`config.mk`:
```
export PLATFORM = sky130hd
export DESIGN_NAME = qmrt_regs
export DESIGN_NICKNAME = d
export VERILOG_FILES = /design/src/rtl/core/qmrt_pkg.sv /design/src/rtl/core/qmrt_regs.sv
export SDC_FILE = /design/constraint.sdc
export NUM_CORES = 1
export LEC_CHECK = 0
export ABC_CLOCK_PERIOD_IN_PS = 1700
export BUFFER_PORTS_ARGS = -buffer_cell sky130_fd_sc_hd__buf_2
export CORE_ASPECT_RATIO = 1.2
export CORE_MARGIN = 3
export CORE_UTILIZATION = 40
export DETAILED_ROUTE_END_ITERATION = 12
export HOLD_SLACK_MARGIN = 0.06
export PLACE_DENSITY = 0.66
export SYNTH_ARGS = -nofsm -noshare
export SYNTH_HDL_FRONTEND = slang
export SYNTH_SLANG_ARGS = --single-unit
```
`constraint.sdc`:
```
create_clock -name clk -period 1.7 [get_ports clk]
set_clock_uncertainty 0.1 [all_clocks]
set_input_delay 0.34 -clock clk [delete_from_list [all_inputs] [get_ports clk]]
set_output_delay 0.34 -clock clk [all_outputs]
set_load 0.02 [all_outputs]
```
`src/rtl/core/qmrt_pkg.sv`:
```
package qmrt_pkg;

  localparam int MAG_W    = 62;
  localparam int POR_BITS = 16;
  localparam int POR_W    = POR_BITS + 1;
  localparam int MUL_LAT  = 3;
  localparam int PADDR_W  = 5;
  localparam int DATA_W   = 32;

  localparam logic [POR_W-1:0] POR_ONE         = POR_W'(1) << POR_BITS;
  localparam logic [MAG_W-1:0] MAG_CAP         = '1;
  localparam logic [POR_W-1:0] SECONDS_PER_DAY = POR_W'(86400);

  // register index, byte address is 4 * index
  typedef enum logic [2:0] {
    REG_MORT_COEFF = 3'd0,
    REG_DET_FRAC   = 3'd1,
    REG_OXY_HALF   = 3'd2,
    REG_RATIO_P    = 3'd3,
    REG_RATIO_C    = 3'd4,
    REG_RATIO_O    = 3'd5,
    REG_OPT_OUT    = 3'd6
  } reg_idx_t;

  typedef struct packed {
    logic             clip;
    logic [MAG_W-1:0] mag;
  } mag_t;

  typedef struct packed {
    logic [31:0]      mortality_coeff;
    logic [POR_W-1:0] detritus_fraction;
    logic [31:0]      oxygen_half_sat;
    logic [31:0]      ratio_phosphorus;
    logic [31:0]      ratio_carbon;
    logic [31:0]      ratio_oxygen;
    logic [2:0]       optional_outputs;
  } cfg_t;

  typedef struct packed {
    logic [31:0]        zoo_nitrogen;
    logic signed [31:0] oxygen_level;
    logic [POR_W-1:0]   porosity;
    logic [31:0]        temp_factor;
    logic [31:0]        layer_thickness;
  } in_t;

  typedef struct packed {
    logic signed [31:0] d_zoo;
    logic signed [31:0] d_ammonium;
    logic signed [31:0] d_phosphate;
    logic signed [31:0] d_inorganic_carbon;
    logic signed [31:0] d_detritus;
    logic signed [31:0] d_oxygen;
    logic signed [31:0] d_demand;
    logic signed [31:0] ammonium_daily;
    logic signed [31:0] oxygen_daily;
    logic               saturated;
  } out_t;

endpackage

```
`src/rtl/core/qmrt_regs.sv`:
```
module qmrt_regs import qmrt_pkg::*; (
  input  logic               clk,
  input  logic               rst_n,
  input  logic               psel,
  input  logic               penable,
  input  logic               pwrite,
  input  logic [PADDR_W-1:0] paddr,
  input  logic [DATA_W-1:0]  pwdata,
  output logic [DATA_W-1:0]  prdata,
  output logic               pready,
  output cfg_t               cfg
);

  cfg_t       cfg_r, cfg_nxt;
  logic [2:0] idx;
  logic       wr;

  assign idx    = paddr[4:2];
  assign wr     = psel & penable & pwrite;
  assign pready = 1'b1;

  always_comb begin
    cfg_nxt = cfg_r;
    if (wr) begin
      unique case (idx)
        REG_MORT_COEFF: cfg_nxt.mortality_coeff   = pwdata;
        REG_DET_FRAC:   cfg_nxt.detritus_fraction = pwdata[POR_W-1:0];
        REG_OXY_HALF:   cfg_nxt.oxygen_half_sat   = pwdata;
        REG_RATIO_P:    cfg_nxt.ratio_phosphorus  = pwdata;
        REG_RATIO_C:    cfg_nxt.ratio_carbon      = pwdata;
        REG_RATIO_O:    cfg_nxt.ratio_oxygen      = pwdata;
        REG_OPT_OUT:    cfg_nxt.optional_outputs  = pwdata[2:0];
        default:        cfg_nxt = cfg_r;
      endcase
    end
  end

  always_ff @(posedge clk) begin
    if (!rst_n) begin
      cfg_r <= '0;
    end else begin
      cfg_r <= cfg_nxt;
    end
  end

  always_comb begin
    unique case (idx)
      REG_MORT_COEFF: prdata = cfg_r.mortality_coeff;
      REG_DET_FRAC:   prdata = DATA_W'(cfg_r.detritus_fraction);
      REG_OXY_HALF:   prdata = cfg_r.oxygen_half_sat;
      REG_RATIO_P:    prdata = cfg_r.ratio_phosphorus;
      REG_RATIO_C:    prdata = cfg_r.ratio_carbon;
      REG_RATIO_O:    prdata = cfg_r.ratio_oxygen;
      REG_OPT_OUT:    prdata = DATA_W'(cfg_r.optional_outputs);
      default:        prdata = '0;
    endcase
  end

  assign cfg = cfg_r;

endmodule

```
* Yosys cells after proc, flatten, opt, wreduce, memory -nomap -nowiden
Index checks and enable logic that the tools add are counted.
** Storage, ports and cells
- Bits in registers :: 180
- Bits of input ports :: 42
- Output and inout bits :: 213
- Word-level logic and storage cells :: 24
** Cells by class
- Eq/ne operators :: 6
- Multiplexer cells :: 1
- Bitwise operators :: 2
- Reductions and logical operators :: 8
** Operators with widths (number)
- 32-bit case mux with 7 select lines :: 1
- 2-bit AND reduction :: 7
- 3-bit equality test, second input constant :: 3
- 3-bit by 2-bit equality test with 1-bit output, second input constant :: 2
- 3-bit by 1-bit equality test with 1-bit output, second input constant :: 1
- 3-bit zero test :: 1
- 1-bit AND :: 2

* Depth between registers and ports, before layout
- Depth after elaboration :: 3
- Gate-level depth with buffers :: 6
- Gate-level depth less buffers :: 3

* Least setup slack after synthesis
Ideal clock, no wire load.
- Kind :: in2out
- Start :: in paddr[4]
- End :: out prdata[0]
- Arrival time :: 1.580 ns
- Data required time :: 1.260 ns
- Setup slack :: -0.320 ns
- Stages :: 5
- Buffers on the path :: 3
- Cell sequence :: buf_4 -> buf_4 -> buf_2 -> o221a_2 -> a221oi_1
** On the way
- Word-level cells in the longest chain between the ends :: 2
- Elaborated cells on any way between the ends :: 8
- Classes of those cells :: 6 x eq/ne; 1 x mux; 1 x reduce/logical
** RTL lines
- from (decl) :: line qmrt_regs.sv:7 : input logic [PADDR_W-1:0] paddr,
- 3-bit equality test (tied with other cells) :: line qmrt_regs.sv:47 : unique case (idx)
- 32-bit case mux with 7 select lines (*) :: line qmrt_regs.sv:47
- to (decl) :: line qmrt_regs.sv:9 : output logic [DATA_W-1:0] prdata,
Every way passes the cells marked *; elsewhere a longest branch is shown, timed or not.

* Worst setup path in the final report
- Start :: in paddr[2]
- End :: out prdata[31]
The elaborated chain is that of the path after synthesis.

==> reports/summary.md <==
Mean number of vias per cell: 5.11. The congestion estimate from routability-driven global placement came to 0.845. In the final routing, the length of wire on met1 measures 10800 um. The logs give 0 for the number of max-slew violations in the final report and 37 for the count of distinct cell types in the synthesized netlist. For this run, the number of Yosys warnings is 0. The tools report the wire length of the first global-routing pass as 41000 um.

The average footprint of a synthesized cell was 9.88 um2. The proportion of synthesized area in mux cells is 30.2%, and the area enclosed by the die boundary is 21800 um2. The synthesized netlist devotes 0% of its cell area to adder and majority cells.

The final critical-path setup slack is -0.207 ns, and the top-level I/O count is 255. The final instance area is 11800 um2. The logs give 1185 for the number of nets in the layout and 2 for the largest buffer count on any clock path.

The tool flagged a number of max-cap violations equal to 0. The portion of the post-synthesis area used by sequential elements was 44.9%. Summing all multi-input logic gate instances after layout gives 4530 um2. The TritonCTS sink count came out at 180. Along the worst path, the maximum fanout reaches 6. The detailed router used layers up to and including met5. The initial antenna violation count was 2. The tools report the level count of the clock H-tree as 4. For this run, the leading register cell type out of synthesis is sky130_fd_sc_hd__dfxtp_1. The top cell types in the final layout, fill and taps aside, are sky130_fd_sc_hd__mux2i_1, sky130_fd_sc_hd__nand2_1, sky130_fd_sc_hd__buf_2, sky130_fd_sc_hd__dfxtp_1, sky130_fd_sc_hd__buf_4. The area growth from synthesis to layout is 47.3%. The routed design has 26200 um of wire.

In this design, the largest share of critical-path delay is due to buffers and inverters. The worst path in the final design needs a cycle of 1.91 ns, including I/O delays and setup. The tools report the via count of the routed design as 7242. At the placement stage, the worst setup path has a slack of -0.281 ns.

The commonest non-fill, non-tap cell in the layout was sky130_fd_sc_hd__mux2i_1. After Yosys synthesis, and, or, nand and nor cells account for 14.2% of the synthesized area. The wire length on met2 is 13000 um. The type of origin of the critical path is a primary input. Registers take 3660 um2. The register with the most flip-flops in the layout has 180 of them. For this design, the CTS-stage hold fixing added 0 buffers. Maximum number of pins on one net before global-route repair: 50. Together, buffers and inverters on the worst path number 6. Summed over all cells, the static leakage comes to 5.00 nW. The number of flops mapped to enable cells by yosys was 0. The wire length on met3 was 1550 um. The run gives 0.43 ns as the clock latency reported for the late side of the worst-skew pair.

Kind of capture point of the worst setup path: an output pin. The critical path goes through buf_12 -> buf_12 -> buf_12 -> nor3b_4 -> buf_6 -> buf_6 -> nand2_1 -> o221ai_2 -> buf_4. The final reports fail on negative setup slack.

The largest single stage delay on the critical path is 0.19 ns. Placeable core area: 19600 um2. The run gives 40.9% as the initial cell density of the core.

At the worst endpoint, the required time is 1.26 ns. The die outline width works out to 135 um. TritonCTS built the clock tree. The post-synthesis cell count is 813, and the total count of hold-check failures in the final report is 0. On the critical path, the stage with the largest delay is an instance of sky130_fd_sc_hd__nor3b_4.

Of the available clock period, the critical path in the final layout requires 112%. Before antenna repair, the detailed router went through 5 iterations. The quantity of I/O buffers inserted on ports is 251, and the xor/xnor share of the synthesized area is 0%. Once detail routing completed, the nets flagged for antenna violations numbered 0. The setup path with the least slack is of type in2out.

The die is 161 um tall. Global routing used 23.9% of the available tracks. Dividing the detail-routed wire length by the instance count gives 18.4 um. The run finished, with violations left. The synthesized netlist occupies a cell area of 8030 um2. The async set-or-reset flop fraction in the synthesized netlist is 0%.

The cell that appears most often on the critical path is sky130_fd_sc_hd__buf_12. The root buffer cell chosen for the clock tree is sky130_fd_sc_hd__clkbuf_16. The run gives 18300 um as the half-perimeter wire length after placement. The remaining global-route overflow was 0; the arrival time reported for the critical path endpoint was 1.47 ns. Total of fill cells in the finished design: 1691. The power per cell area works out to 755 nW/um2.

The placed instances occupy a cell area of 10500 um2. After clock tree synthesis, the clock-pin slew on the worst setup and hold paths is 0.07 ns. For this run, the top clock speed supported by timing is 524 MHz. The number of standard-cell rows in the floorplan came out at 56.

The post-route netlist has 46.8% of its cells at a drive strength greater than 1. The run gives 855 as the total nets after synthesis. Setup repair after global routing could not meet its margin everywhere.

Clock tree synthesis inserted a total of 17 buffers. The largest family of logic cells by synthesized area is multiplexers. The tools report the largest vdd supply drop as 0.634 mV. Worst hold path class: in2reg. Summing the areas of all compound-gate instances in the mapped netlist gives 5.73% of the synthesized area. The tools report the violation count after the first detailed-route iteration as 339.

Setup violations remaining at the end of the flow were counted as 32. The via count of the first global-routing pass came out at 7300. After detailed routing, the number of remaining DRC violations is 0. The synthesized flop and latch total came out at 180.
path summary, 6_finish.rpt:
| check | start | end | slack [ns] | cells after the start |
|---|---|---|---|---|
| max | paddr[2] | prdata[31] | -0.21 | 9 |
| min reg2reg | cfg[103] | cfg[103] | 0.37 | 2 |
| max reg2reg | cfg[20] | cfg[20] | 0.87 | 2 |
| min | pwdata[20] | cfg[87] | 0.17 | 3 |
cells in the mapped netlist (3+ instances only):
cell type / instances / share of area, %
sky130_fd_sc_hd__nor2_2: 3 / 0.23
sky130_fd_sc_hd__buf_6: 5 / 0.70
sky130_fd_sc_hd__clkbuf_1: 26 / 1.2
sky130_fd_sc_hd__o221ai_1: 27 / 2.9
sky130_fd_sc_hd__nand2_1: 232 / 11
sky130_fd_sc_hd__mux2i_1: 237 / 30
sky130_fd_sc_hd__or3_1: 7 / 0.55
sky130_fd_sc_hd__nand2b_1: 4 / 0.31
sky130_fd_sc_hd__a22oi_1: 13 / 1.2
sky130_fd_sc_hd__nor2_1: 3 / 0.14
sky130_fd_sc_hd__buf_4: 23 / 2.2
sky130_fd_sc_hd__nand3b_1: 3 / 0.28
sky130_fd_sc_hd__dfxtp_1: 180 / 45
sky130_fd_sc_hd__inv_1: 4 / 0.19
sky130_fd_sc_hd__a221oi_1: 3 / 0.33
sky130_fd_sc_hd__buf_2: 9 / 0.56
sky130_fd_sc_hd__mux2_2: 5 / 0.70
where the power goes:
part           internal, W  total (W)  switching [W]
combinational     0.000381   0.000887       0.000506
clock              0.00195    0.00377        0.00181
sequential         0.00425    0.00427      0.0000258
total              0.00658    0.00893        0.00235
metrics by stage:
| step | cells | hold slack, ns | setup TNS [ns] | power [W] | utilization [%] |
|---|---|---|---|---|---|
| 2_1_floorplan | 813 | 0.441 | -0.190 | 0.00482 | - |
| 3_3_place_gp | 1346 | 0.353 | -24.46 | 0.00514 | 53.4 |
| 3_5_place_dp | 1346 | 0.361 | -27.78 | 0.00515 | 53.4 |
| 4_1_cts | 1417 | 0.160 | -5.32 | 0.00900 | 59.9 |
| 5_1_grt | 1418 | 0.187 | -6.56 | 0.00926 | 60.3 |
| 6_report | 1418 | 0.174 | -4.82 | 0.00893 | 60.3 |
layout make-up:
class / count / share of cell area [%]
multi-input cells: 564 / 38.3
clock buffers: 18 / 3.71
flip-flops and latches: 180 / 30.9
diodes: 1 / 0.0212
inverters: 4 / 0.127
clock inverters: 14 / 0.994
repair buffers: 376 / 23.2
well taps: 261 / 2.76
routing by layer:
metal,GRT usage (%),vias to the layer above
met2,40.0,245
met1,29.9,3465
met4,9.12,2
met3,5.58,47
met5,0,-
li1,-,3483
tightest hold or removal path, stage by stage:
cell and delay [ns]:
sky130_fd_sc_hd__buf_2 0.07, sky130_fd_sc_hd__nand2_1 0.11, sky130_fd_sc_hd__mux2i_1 0.14
cell families (layout without fill, tap and decap cells):
kind of cell,after synthesis,count (layout)
AO/OA/AOI/OAI,55,55
AND/OR/NAND/NOR,266,266
multiplexers,242,242
other,1,2
buffers and inverters,69,412
flip-flops,180,180
timing repair:
item / 4_1_cts / 5_1_grt
endpoints found under the setup margin: 32 / 32
cloned: 2 / 0
pin swaps: 24 / 7
resized for setup: 143 / 19
setup buffers: 37 / 2
Power figures use the tool's default switching activity.
